## src/rtl/core/gcsp_pkg.sv

```systemverilog
package gcsp_pkg;

    // Largest frame side and largest number of stripe bits.
    localparam logic [12:0] MAX_DIM  = 13'd4096;
    localparam logic [3:0]  MAX_BITS = 4'd12;

    localparam logic [7:0] PIX_WHITE = 8'd255;
    localparam logic [7:0] PIX_BLACK = 8'd0;

    // Register indexes on the configuration port.
    localparam logic [2:0] REG_FRAME_WIDTH     = 3'd0;
    localparam logic [2:0] REG_FRAME_HEIGHT    = 3'd1;
    localparam logic [2:0] REG_DIRECTION_MODE  = 3'd2;
    localparam logic [2:0] REG_ADD_INVERSE     = 3'd3;
    localparam logic [2:0] REG_HORIZONTAL_BITS = 3'd4;
    localparam logic [2:0] REG_VERTICAL_BITS   = 3'd5;

    // Direction modes. The reserved mode acts like both directions.
    localparam logic [1:0] DIR_HORIZONTAL = 2'd0;
    localparam logic [1:0] DIR_VERTICAL   = 2'd1;
    localparam logic [1:0] DIR_BOTH       = 2'd2;
    localparam logic [1:0] DIR_RESERVED   = 2'd3;

    typedef enum logic [1:0] {
        STAGE_H     = 2'd0,
        STAGE_V     = 2'd1,
        STAGE_WHITE = 2'd2,
        STAGE_BLACK = 2'd3
    } stage_t;

    // Configuration as seen by the sequencer, already clamped to legal ranges.
    typedef struct packed {
        logic [12:0] width;
        logic [12:0] height;
        logic [3:0]  h_bits;
        logic [3:0]  v_bits;
        logic        h_en;
        logic        v_en;
        logic        add_inverse;
    } eff_cfg_t;

    typedef struct packed {
        logic       sequence_done;
        logic       pattern_done;
        logic [5:0] pattern_number;
        logic [11:0] line;
        logic [11:0] column;
        logic [7:0] pixel_value;
    } pix_item_t;

endpackage

```

## src/rtl/core/gray_code_stripe_pattern_generator.sv

```systemverilog
// Channel   Direction  Ports              Payload
// input     in         s_tvalid/s_tready  s_tdata[0] restart
// result    out        m_tvalid/m_tready  m_tdata pixel/column/line/pattern, tlast, tuser
// config    in/out     APB psel/penable   six registers at byte address 4*i
//
// One pixel item is presented for every input item, in the cycle after it is accepted; the
// sequencer and pixel logic sit between the state registers and one output register.
// An item can be accepted in every cycle while the output register is empty or drains.
// Reset is synchronous and active low; it clears the sequence to its first pixel and
// loads the register defaults. A stall on m_tready holds the output and drops s_tready.
module gray_code_stripe_pattern_generator (
    input  logic        aclk,
    input  logic        aresetn,
    input  logic        s_tvalid,
    output logic        s_tready,
    input  logic [7:0]  s_tdata,   // [0] restart, [7:1] zero
    output logic        m_tvalid,
    input  logic        m_tready,
    output logic [39:0] m_tdata,   // [7:0] pixel_value, [19:8] column, [31:20] line,
                                   // [37:32] pattern_number, [39:38] zero
    output logic        m_tlast,   // pattern_done
    output logic        m_tuser,   // sequence_done
    input  logic        psel,
    input  logic        penable,
    input  logic        pwrite,
    input  logic [4:0]  paddr,
    input  logic [31:0] pwdata,
    output logic [31:0] prdata,
    output logic        pready
);

    gcsp_pkg::eff_cfg_t  eff_cfg;
    gcsp_pkg::pix_item_t item;

    logic        accept;
    logic        m_valid_reg;
    logic [39:0] m_data_reg;
    logic        m_last_reg;
    logic        m_user_reg;

    gcsp_cfg u_cfg (
        .aclk    (aclk),
        .aresetn (aresetn),
        .psel    (psel),
        .penable (penable),
        .pwrite  (pwrite),
        .paddr   (paddr),
        .pwdata  (pwdata),
        .prdata  (prdata),
        .pready  (pready),
        .eff_cfg (eff_cfg)
    );

    assign s_tready = aresetn && (!m_valid_reg || m_tready);
    assign accept   = s_tvalid && s_tready;

    gcsp_seq u_seq (
        .aclk    (aclk),
        .aresetn (aresetn),
        .eff_cfg (eff_cfg),
        .advance (accept),
        .restart (s_tdata[0]),
        .item    (item)
    );

    always_ff @(posedge aclk) begin
        if (!aresetn) begin
            m_valid_reg <= 1'b0;
        end else if (accept) begin
            m_valid_reg <= 1'b1;
        end else if (m_tready) begin
            m_valid_reg <= 1'b0;
        end
    end

    always_ff @(posedge aclk) begin
        if (accept) begin
            m_data_reg <= {2'd0, item.pattern_number, item.line, item.column,
                           item.pixel_value};
            m_last_reg <= item.pattern_done;
            m_user_reg <= item.sequence_done;
        end
    end

    assign m_tvalid = m_valid_reg;
    assign m_tdata  = m_data_reg;
    assign m_tlast  = m_last_reg;
    assign m_tuser  = m_user_reg;

    a_seq_done_ends_pattern: assert property (@(posedge aclk) disable iff (!aresetn)
        m_tvalid && m_tuser |-> m_tlast)
        else $error("sequence end without pattern end");

    a_pixel_levels: assert property (@(posedge aclk) disable iff (!aresetn)
        m_tvalid |-> (m_tdata[7:0] == 8'd0 || m_tdata[7:0] == 8'd255))
        else $error("pixel value is neither black nor white");

    a_restart_origin: assert property (@(posedge aclk) disable iff (!aresetn)
        s_tvalid && s_tready && s_tdata[0] |=> m_tvalid && (m_tdata[37:8] == 30'd0))
        else $error("restart item did not start at the first pixel");

    a_empty_ready: assert property (@(posedge aclk) disable iff (!aresetn)
        !m_tvalid |-> s_tready)
        else $error("input stalled with an empty output register");

endmodule

```

## src/rtl/core/gcsp_cfg.sv

```systemverilog
module gcsp_cfg (
    input  logic                 aclk,
    input  logic                 aresetn,
    input  logic                 psel,
    input  logic                 penable,
    input  logic                 pwrite,
    input  logic [4:0]           paddr,
    input  logic [31:0]          pwdata,
    output logic [31:0]          prdata,
    output logic                 pready,
    output gcsp_pkg::eff_cfg_t   eff_cfg
);

    logic [12:0] frame_width_reg;
    logic [12:0] frame_height_reg;
    logic [1:0]  direction_mode_reg;
    logic        add_inverse_reg;
    logic [3:0]  horizontal_bits_reg;
    logic [3:0]  vertical_bits_reg;

    logic [2:0]  reg_index;
    logic        wr_en;

    assign pready    = 1'b1;
    assign reg_index = paddr[4:2];
    assign wr_en     = psel && penable && pwrite && pready;

    always_ff @(posedge aclk) begin
        if (!aresetn) begin
            frame_width_reg     <= 13'd1024;
            frame_height_reg    <= 13'd768;
            direction_mode_reg  <= gcsp_pkg::DIR_BOTH;
            add_inverse_reg     <= 1'b1;
            horizontal_bits_reg <= 4'd10;
            vertical_bits_reg   <= 4'd10;
        end else if (wr_en) begin
            unique case (reg_index)
                gcsp_pkg::REG_FRAME_WIDTH:     frame_width_reg     <= pwdata[12:0];
                gcsp_pkg::REG_FRAME_HEIGHT:    frame_height_reg    <= pwdata[12:0];
                gcsp_pkg::REG_DIRECTION_MODE:  direction_mode_reg  <= pwdata[1:0];
                gcsp_pkg::REG_ADD_INVERSE:     add_inverse_reg     <= pwdata[0];
                gcsp_pkg::REG_HORIZONTAL_BITS: horizontal_bits_reg <= pwdata[3:0];
                gcsp_pkg::REG_VERTICAL_BITS:   vertical_bits_reg   <= pwdata[3:0];
                default: ;
            endcase
        end
    end

    always_comb begin
        unique case (reg_index)
            gcsp_pkg::REG_FRAME_WIDTH:     prdata = {19'd0, frame_width_reg};
            gcsp_pkg::REG_FRAME_HEIGHT:    prdata = {19'd0, frame_height_reg};
            gcsp_pkg::REG_DIRECTION_MODE:  prdata = {30'd0, direction_mode_reg};
            gcsp_pkg::REG_ADD_INVERSE:     prdata = {31'd0, add_inverse_reg};
            gcsp_pkg::REG_HORIZONTAL_BITS: prdata = {28'd0, horizontal_bits_reg};
            gcsp_pkg::REG_VERTICAL_BITS:   prdata = {28'd0, vertical_bits_reg};
            default:                       prdata = 32'd0;
        endcase
    end

    // Sizes of zero act as one, oversized values saturate.
    always_comb begin
        if (frame_width_reg == 13'd0) begin
            eff_cfg.width = 13'd1;
        end else if (frame_width_reg > gcsp_pkg::MAX_DIM) begin
            eff_cfg.width = gcsp_pkg::MAX_DIM;
        end else begin
            eff_cfg.width = frame_width_reg;
        end
        if (frame_height_reg == 13'd0) begin
            eff_cfg.height = 13'd1;
        end else if (frame_height_reg > gcsp_pkg::MAX_DIM) begin
            eff_cfg.height = gcsp_pkg::MAX_DIM;
        end else begin
            eff_cfg.height = frame_height_reg;
        end
        eff_cfg.h_bits = (horizontal_bits_reg > gcsp_pkg::MAX_BITS) ?
                         gcsp_pkg::MAX_BITS : horizontal_bits_reg;
        eff_cfg.v_bits = (vertical_bits_reg > gcsp_pkg::MAX_BITS) ?
                         gcsp_pkg::MAX_BITS : vertical_bits_reg;
        // Mode three behaves like both directions.
        eff_cfg.h_en = (direction_mode_reg != gcsp_pkg::DIR_VERTICAL) &&
                       (eff_cfg.h_bits != 4'd0);
        eff_cfg.v_en = (direction_mode_reg != gcsp_pkg::DIR_HORIZONTAL) &&
                       (eff_cfg.v_bits != 4'd0);
        eff_cfg.add_inverse = add_inverse_reg;
    end

endmodule

```

## src/rtl/core/gcsp_pixel.sv

```systemverilog
module gcsp_pixel (
    input  gcsp_pkg::stage_t stage,
    input  logic [11:0]      column,
    input  logic [11:0]      line,
    input  logic [3:0]       bit_index,
    input  logic             inverse,
    output logic [7:0]       pixel_value
);

    logic [11:0] coord;
    logic [15:0] gray;
    logic        stripe;

    always_comb begin
        coord  = (stage == gcsp_pkg::STAGE_H) ? column : line;
        gray   = {4'd0, coord ^ (coord >> 1)};
        stripe = gray[bit_index] ^ inverse;
        unique case (stage)
            gcsp_pkg::STAGE_WHITE: pixel_value = gcsp_pkg::PIX_WHITE;
            gcsp_pkg::STAGE_BLACK: pixel_value = gcsp_pkg::PIX_BLACK;
            default:               pixel_value = stripe ? gcsp_pkg::PIX_WHITE
                                                        : gcsp_pkg::PIX_BLACK;
        endcase
    end

endmodule

```

## src/rtl/core/gcsp_seq.sv

```systemverilog
module gcsp_seq (
    input  logic                 aclk,
    input  logic                 aresetn,
    input  gcsp_pkg::eff_cfg_t   eff_cfg,
    input  logic                 advance,
    input  logic                 restart,
    output gcsp_pkg::pix_item_t  item
);

    logic [11:0]      col_reg, col_next;
    logic [11:0]      line_reg, line_next;
    gcsp_pkg::stage_t stage_reg, stage_next;
    logic [3:0]       bit_reg, bit_next;
    logic             inv_reg, inv_next;
    logic [5:0]       pat_reg, pat_next;

    logic [11:0]      cur_col;
    logic [11:0]      cur_line;
    gcsp_pkg::stage_t cur_stage;
    logic [3:0]       cur_bit;
    logic             cur_inv;
    logic [5:0]       cur_pat;

    gcsp_pkg::stage_t first_stage;
    logic [12:0]      col_plus;
    logic [12:0]      line_plus;
    logic             end_col;
    logic             end_line;
    logic [4:0]       bit_plus;
    logic [3:0]       bit_limit;
    logic [7:0]       pixel_value;

    always_comb begin
        if (eff_cfg.h_en) begin
            first_stage = gcsp_pkg::STAGE_H;
        end else if (eff_cfg.v_en) begin
            first_stage = gcsp_pkg::STAGE_V;
        end else begin
            first_stage = gcsp_pkg::STAGE_WHITE;
        end
    end

    // A restart item is itself the first pixel of the new sequence.
    always_comb begin
        if (restart) begin
            cur_col   = 12'd0;
            cur_line  = 12'd0;
            cur_stage = first_stage;
            cur_bit   = 4'd0;
            cur_inv   = 1'b0;
            cur_pat   = 6'd0;
        end else begin
            cur_col   = col_reg;
            cur_line  = line_reg;
            cur_stage = stage_reg;
            cur_bit   = bit_reg;
            cur_inv   = inv_reg;
            cur_pat   = pat_reg;
        end
    end

    gcsp_pixel u_pixel (
        .stage       (cur_stage),
        .column      (cur_col),
        .line        (cur_line),
        .bit_index   (cur_bit),
        .inverse     (cur_inv),
        .pixel_value (pixel_value)
    );

    // Ends are found with ">=" so a frame that shrank mid-pattern ends at once.
    assign col_plus  = {1'b0, cur_col} + 13'd1;
    assign line_plus = {1'b0, cur_line} + 13'd1;
    assign end_col   = col_plus >= eff_cfg.width;
    assign end_line  = line_plus >= eff_cfg.height;
    assign bit_plus  = {1'b0, cur_bit} + 5'd1;
    assign bit_limit = (cur_stage == gcsp_pkg::STAGE_H) ? eff_cfg.h_bits : eff_cfg.v_bits;

    always_comb begin
        item.pixel_value    = pixel_value;
        item.column         = cur_col;
        item.line           = cur_line;
        item.pattern_number = cur_pat;
        item.pattern_done   = end_col && end_line;
        item.sequence_done  = end_col && end_line && (cur_stage == gcsp_pkg::STAGE_BLACK);
    end

    always_comb begin
        col_next   = cur_col;
        line_next  = cur_line;
        stage_next = cur_stage;
        bit_next   = cur_bit;
        inv_next   = cur_inv;
        pat_next   = cur_pat;
        if (!end_col) begin
            col_next = col_plus[11:0];
        end else begin
            col_next = 12'd0;
            if (!end_line) begin
                line_next = line_plus[11:0];
            end else begin
                line_next = 12'd0;
                if (cur_stage == gcsp_pkg::STAGE_BLACK) begin
                    stage_next = first_stage;
                    bit_next   = 4'd0;
                    inv_next   = 1'b0;
                    pat_next   = 6'd0;
                end else begin
                    pat_next = cur_pat + 6'd1;
                    if (cur_stage == gcsp_pkg::STAGE_WHITE) begin
                        stage_next = gcsp_pkg::STAGE_BLACK;
                    end else if (eff_cfg.add_inverse && !cur_inv) begin
                        inv_next = 1'b1;
                    end else begin
                        inv_next = 1'b0;
                        if (bit_plus < {1'b0, bit_limit}) begin
                            bit_next = bit_plus[3:0];
                        end else begin
                            bit_next = 4'd0;
                            stage_next = (cur_stage == gcsp_pkg::STAGE_H && eff_cfg.v_en) ?
                                         gcsp_pkg::STAGE_V : gcsp_pkg::STAGE_WHITE;
                        end
                    end
                end
            end
        end
    end

    always_ff @(posedge aclk) begin
        if (!aresetn) begin
            col_reg   <= 12'd0;
            line_reg  <= 12'd0;
            // The reset configuration enables horizontal stripes, so they come first.
            stage_reg <= gcsp_pkg::STAGE_H;
            bit_reg   <= 4'd0;
            inv_reg   <= 1'b0;
            pat_reg   <= 6'd0;
        end else if (advance) begin
            col_reg   <= col_next;
            line_reg  <= line_next;
            stage_reg <= stage_next;
            bit_reg   <= bit_next;
            inv_reg   <= inv_next;
            pat_reg   <= pat_next;
        end
    end

endmodule

```

## config.mk

```make
export PLATFORM = sky130hd
export DESIGN_NAME = gray_code_stripe_pattern_generator
export DESIGN_NICKNAME = d
export VERILOG_FILES = /design/src/rtl/core/gcsp_pkg.sv /design/src/rtl/core/gray_code_stripe_pattern_generator.sv /design/src/rtl/core/gcsp_cfg.sv /design/src/rtl/core/gcsp_pixel.sv /design/src/rtl/core/gcsp_seq.sv
export SDC_FILE = /design/constraint.sdc
export NUM_CORES = 1
export LEC_CHECK = 0
export BUFFER_PORTS_ARGS = -buffer_cell sky130_fd_sc_hd__clkbuf_2
export CORE_MARGIN = 3
export CORE_UTILIZATION = 31
export DETAILED_ROUTE_END_ITERATION = 8
export GPL_ROUTABILITY_DRIVEN = 0
export HOLD_SLACK_MARGIN = 0.08
export SLEW_MARGIN = 25
export SYNTH_ARGS = -nofsm -noshare
export SYNTH_HDL_FRONTEND = slang
export SYNTH_SLANG_ARGS = --single-unit
```

## constraint.sdc

```tcl
create_clock -name aclk -period 5.1 [get_ports aclk]
set_input_delay 0.51 -clock aclk [delete_from_list [all_inputs] [get_ports aclk]]
set_output_delay 0.51 -clock aclk [all_outputs]
set_load 0.01 [all_outputs]
```

Yosys cells after proc, flatten, opt, wreduce, memory -nomap -nowiden
Index checks and enable logic that the tools add are counted.
Cells by class
  add/subtract/negate cells: 4
  $lt $le $gt $ge: 8
  equal/unequal tests: 8
  multiplexer cells: 47
  bitwise operators: 2
  reductions and logical operators: 27
Operator list (count)
  13-bit case mux with 6 select lines: 1
  12-bit two-way mux: 6
  13-bit two-way mux: 4
  4-bit two-way mux: 10
  12-bit by 1-bit adder with 13-bit output, second input constant: 2
  13-bit >= comparator: 2
  13-bit > comparator, second input constant: 2
  13-bit zero test: 2
  6-bit two-way mux: 4
  2-bit two-way mux: 10
  8-bit case mux with 2 select lines: 1
  2-bit AND reduction: 6
  12-bit by 11-bit bitwise XOR with 12-bit output: 1
  1-bit logical AND: 10
  1-bit two-way mux: 9
  4-bit > comparator, second input constant: 2
  8-bit two-way mux: 1
  4-bit nonzero test: 2
  6-bit by 1-bit adder with 6-bit output, second input constant: 1
  3-bit by 2-bit == test with 1-bit output, second input constant: 2
  3-bit == test, second input constant: 2
  4-bit by 1-bit adder with 5-bit output, second input constant: 1
  4-bit by 5-bit < comparator with 1-bit output, second input constant: 1
  5-bit by 4-bit < comparator with 1-bit output: 1
  10 further kinds: 13
Word-level totals
  register bits after elaboration: 115
  input port bits: 52
  output and inout port bits: 77

Depth between registers and ports, before layout
  depth in word-level cells: 16
  depth in mapped cells: 19
  mapped depth without buffers: 14

By module
A second synthesis with hierarchy kept.
Second synthesis, totals
  cells, all modules: 810
  area, all modules: 7278.2 µm²
By module, submodules not included
  gcsp_seq: instances 1, cells an instance 450, area each 3319.4 µm², seq. area each 740.7 µm²
  gcsp_cfg: instances 1, cells an instance 262, area each 2228.4 µm², seq. area each 740.7 µm²
  gray_code_stripe_pattern_generator: instances 1, cells an instance 49, area each 1277.5 µm², seq. area each 1221.2 µm²
  gcsp_pixel: instances 1, cells an instance 49, area each 452.9 µm², seq. area each 0.0 µm²

Worst setup path after synthesis
OpenSTA, ideal clock, no wires.
  path kind: input to register
  start point: in s_tdata[0]
  end point: reg u_seq.line_reg[10]
  library setup time: 0.059 ns
  arrival: 4.028 ns
  slack: 1.013 ns
  stages on the path: 19
  cells stage by stage: clkbuf_8 buf_8 clkbuf_8 nor2b_1 ha_1 and4b_1 nand3_1 nor2_1 and3_1 and3_1 ha_1 and3_1 a221oi_1 a22oi_1 buf_2 buf_2 a2111oi_0 o21ai_0 nand2_1
RTL lines
  start: declaration: RTL line gray_code_stripe_pattern_generator.sv:16  | input logic [7:0] s_tdata,
  end signal: assignment: RTL line gcsp_seq.sv:140  | line_reg <= line_next;
  end: declaration: RTL line gcsp_seq.sv:11  | logic [11:0] line_reg, line_next;

==> flow_metrics.tcl <==
set metrics [dict create \
    outcome "finished clean" \
    leakage_nw 3.08 \
    holdBufCountCts 0 \
    die_x_microns 153 \
    slowest_delay_ns 0.47 \
    drt_iter0_markers 416 \
    r2r_slack_ns 0.88 \
    min_period_ns 4.26 \
    vias 5444 \
    postPlaceCellArea_sq_um 7220 \
    mostFrequentLayoutCell "nand2_1" \
    cts_sinks 108 \
    reg2reg_depth 15 \
    core_area_sq_um 21200 \
    final_area_sq_um 7550 \
    final_cell_mix "125 x nand2_1, 78 x clkbuf_2, 75 x dfxtp_1" \
    fillers 2180 \
    seq_power_share_pct 51.1 \
    nets 885 \
    start_util_pct 31.7 \
    ioPinCount 129 \
    cp.required_ns 5.41 \
    drt_wl_total_mm 16.9 \
    critPathTopFamily "compound AO/OA/AOI/OAI gates" \
    syn_avg_cell_area_sq_um 9.07 \
    fin_skew_ns 0.0135 \
    holdCritStartpoint "pwdata[12]" \
    htree_num_levels 3 \
    power_switching_share_pct 26.8 \
    rsz0062_at_grt "no" \
    ant_nets 0 \
    p_clk_share_pct 40.8 \
    cts_buffers 9 \
    min_path_cells 3 \
    timing.rr.end "u_seq.line_reg[6]$_SDFFE_PN0P_" \
    holdPathEnd "u_cfg.frame_width_reg[12]$_SDFFE_PN0P_" \
    drv_cap 0 \
    wl_per_cell_microns 15.6 \
    rows 53 \
    ys.flop_type "dfxtp_1" \
    hp-class "in -> reg" \
    cts_tree "done" \
    cts_setup_buffers 0 \
    clk_latency_ns 0.37 \
    crit_type "in -> reg" \
    vias_per_cell 5.04 \
    whs_ns 0.381 \
    antenna_found_initial 0 \
    drv_slew 0 \
    slew_headroom_pct 36.0 \
    grt_pass1_vias 5109 \
    async_flop_share_pct 0 \
    tightest_slew_ns 0.954 \
    grt.total_usage_pct 14.4 \
    syn_inst 740 \
    dp.cells 1064 \
    clockBufferDepth 2 \
    ys_seq_elements 108 \
    timing.fmax_ghz 0.235 \
    design.die.area_sq_um 23500 \
    largest_reg_flops 31 \
    cp_data_arrival_time_ns 4.58 \
    grt_max_degree 52 \
    hpwl_mm 12.6 \
    syn-cell-area_sq_um 6720 \
    cp_num_buf_inv 2 \
    die_h_microns 153 \
    cts.repair.resized 0 \
    p_comb_share_pct 8.1 \
    ys_types 74 \
    critPathSlowestCell "a211oi_1" \
    worstPathMaxFanout 20 \
    startpoint_type "input pin" \
    cts_root_buf "clkbuf_16" \
    crit_chain "clkbuf_2 > nor2b_1 > ha_1 > and3_1 > and3_1 > nand2_1 > xnor2_1 > ha_1 > a211oi_1 > o211ai_1 > a211oi_1 > a22oi_1 > buf_4 > or3_1 > o21ai_0 > a22o_1" \
    seqCellArea_sq_um 2490 \
    p_int_mw 1.30 \
    ir_drop_mv 0.158 \
    power_density_nw_per_um2 236 \
    ys_seq_area_share_pct 37.1 \
    path_clk_slew_ns 0.08 \
    cp-end-kind "flip-flop" \
    yosysWarnings 0 \
    layoutNonFillerInstCount 1080 \
    setup_viol 0 \
    p_switching_uw 476 \
    antenna_cells 0 \
    post-route-period-util_pct 83.6 \
    drc 0 \
    hold_viol_final 0 \
    finalSetupTns_ns 0 \
    dr.pass1.iters 5 \
    synthToLayoutAreaGrowth_pct 12.4 \
    multi_input_area_sq_um 3820 \
    synth_edf_count 33 \
    r2r_start "u_seq.col_reg[1]$_SDFFE_PN0P_" \
    grt_first_pass_wirelength_mm 27.6 \
    port_buffers 78 \
    overflow 0 \
    drive_gt1_share_pct 17.5 \
]
worst register-to-register path, delay by kind of cell (launching register included):
kind,cells,cell delay [ns]
AND/OR/NAND/NOR,5,1.25
adder cells (fa/ha/maj),2,0.53
AO/OA/AOI/OAI,6,1.49
flip-flops,1,0.40
buffers and inverters,1,0.27
XOR/XNOR,1,0.24
layout make-up:
type | instances | area share [%]
Clock inverter | 7 | 1.21
Timing Repair Buffer | 93 | 6.67
Clock buffer | 9 | 2.98
Inverter | 18 | 0.895
Multi-Input combinational cell | 570 | 50.7
Tap cell | 275 | 4.56
Sequential cell | 108 | 33.0
synthesized netlist by cell type (all sizes together) (6+ instances only):
master | instances | area [sq um]
xnor2 | 18 | 158
a22o | 15 | 131
nor4 | 6 | 37.5
o21ai | 19 | 95.1
nand3 | 22 | 110
o31ai | 7 | 52.6
a22oi | 8 | 65.1
a21oi | 16 | 80.1
nor3 | 6 | 30.0
nor2 | 43 | 164
nor2b | 41 | 257
and2 | 9 | 58.8
xor2 | 12 | 105
a21o | 6 | 45.0
a21boi | 27 | 203
inv | 18 | 67.6
dfxtp | 75 | 1500
mux4 | 6 | 135
nand2 | 125 | 469
a31oi | 9 | 56.3
mux2i | 32 | 320
ha | 33 | 413
clkbuf | 28 | 145
and3 | 14 | 87.6
a211oi | 7 | 52.6
edfxtp | 33 | 991
buf | 36 | 274
routing by layer:
metal / GRT usage (%) / vias up / share of wire, %
li1: - / 2707 / -
met1: 22.7 / 2548 / 53
met2: 19.9 / 173 / 40
met3: 2.69 / 16 / 5.6
met4: 3.86 / 0 / 1.3
met5: 0 / - / 0
per-stage QoR:
step	worst slack (ns)	util, %	power (mW)
after floorplan	1.01	-	1.04
after global placement	0.547	34.1	1.07
after detailed placement	0.490	34.1	1.07
after CTS	0.851	35.6	1.80
after global routing	0.409	35.7	1.84
final	0.838	35.7	1.78
logic make-up (layout without fill, tap and decap cells):
| kind of cell | count (synthesis) | in the layout | synth area share [%] |
|---|---|---|---|
| AOI/OAI and AO/OA | 146 | 146 | 16.3 |
| xor gates and xnor gates | 30 | 30 | 3.91 |
| adders and majority gates | 33 | 33 | 6.15 |
| buffers and inverters | 82 | 127 | 7.25 |
| DFF | 108 | 108 | 37.1 |
| muxes | 42 | 42 | 7.45 |
| other | 2 | 22 | 0.112 |
| and+or+nand+nor | 297 | 297 | 21.7 |
power by group through the flow:
stage	clock, mW	sequential (mW)	combinational [mW]
after floorplan	0	0.932	0.104
after global placement	0	0.928	0.143
after detailed placement	0	0.928	0.144
after CTS	0.746	0.908	0.144
after global routing	0.775	0.910	0.159
final	0.726	0.908	0.144
how the worst max path moves through the flow:
| stage | startpoint | end | cells after the start |
|---|---|---|---|
| 3_5_place_dp | s_tdata[0] | u_seq.line_reg[6]$_SDFFE_PN0P_ | 16 |
| 2_1_floorplan | s_tdata[0] | u_seq.line_reg[10]$_SDFFE_PN0P_ | 19 |
| 6_report | s_tdata[0] | u_seq.line_reg[6]$_SDFFE_PN0P_ | 16 |
| 5_1_grt | s_tdata[0] | u_seq.line_reg[5]$_SDFFE_PN0P_ | 16 |
| 3_3_place_gp | s_tdata[0] | u_seq.line_reg[8]$_SDFFE_PN0P_ | 16 |
| 4_1_cts | s_tdata[0] | u_seq.line_reg[6]$_SDFFE_PN0P_ | 16 |
(Power assumes the default switching activity.)
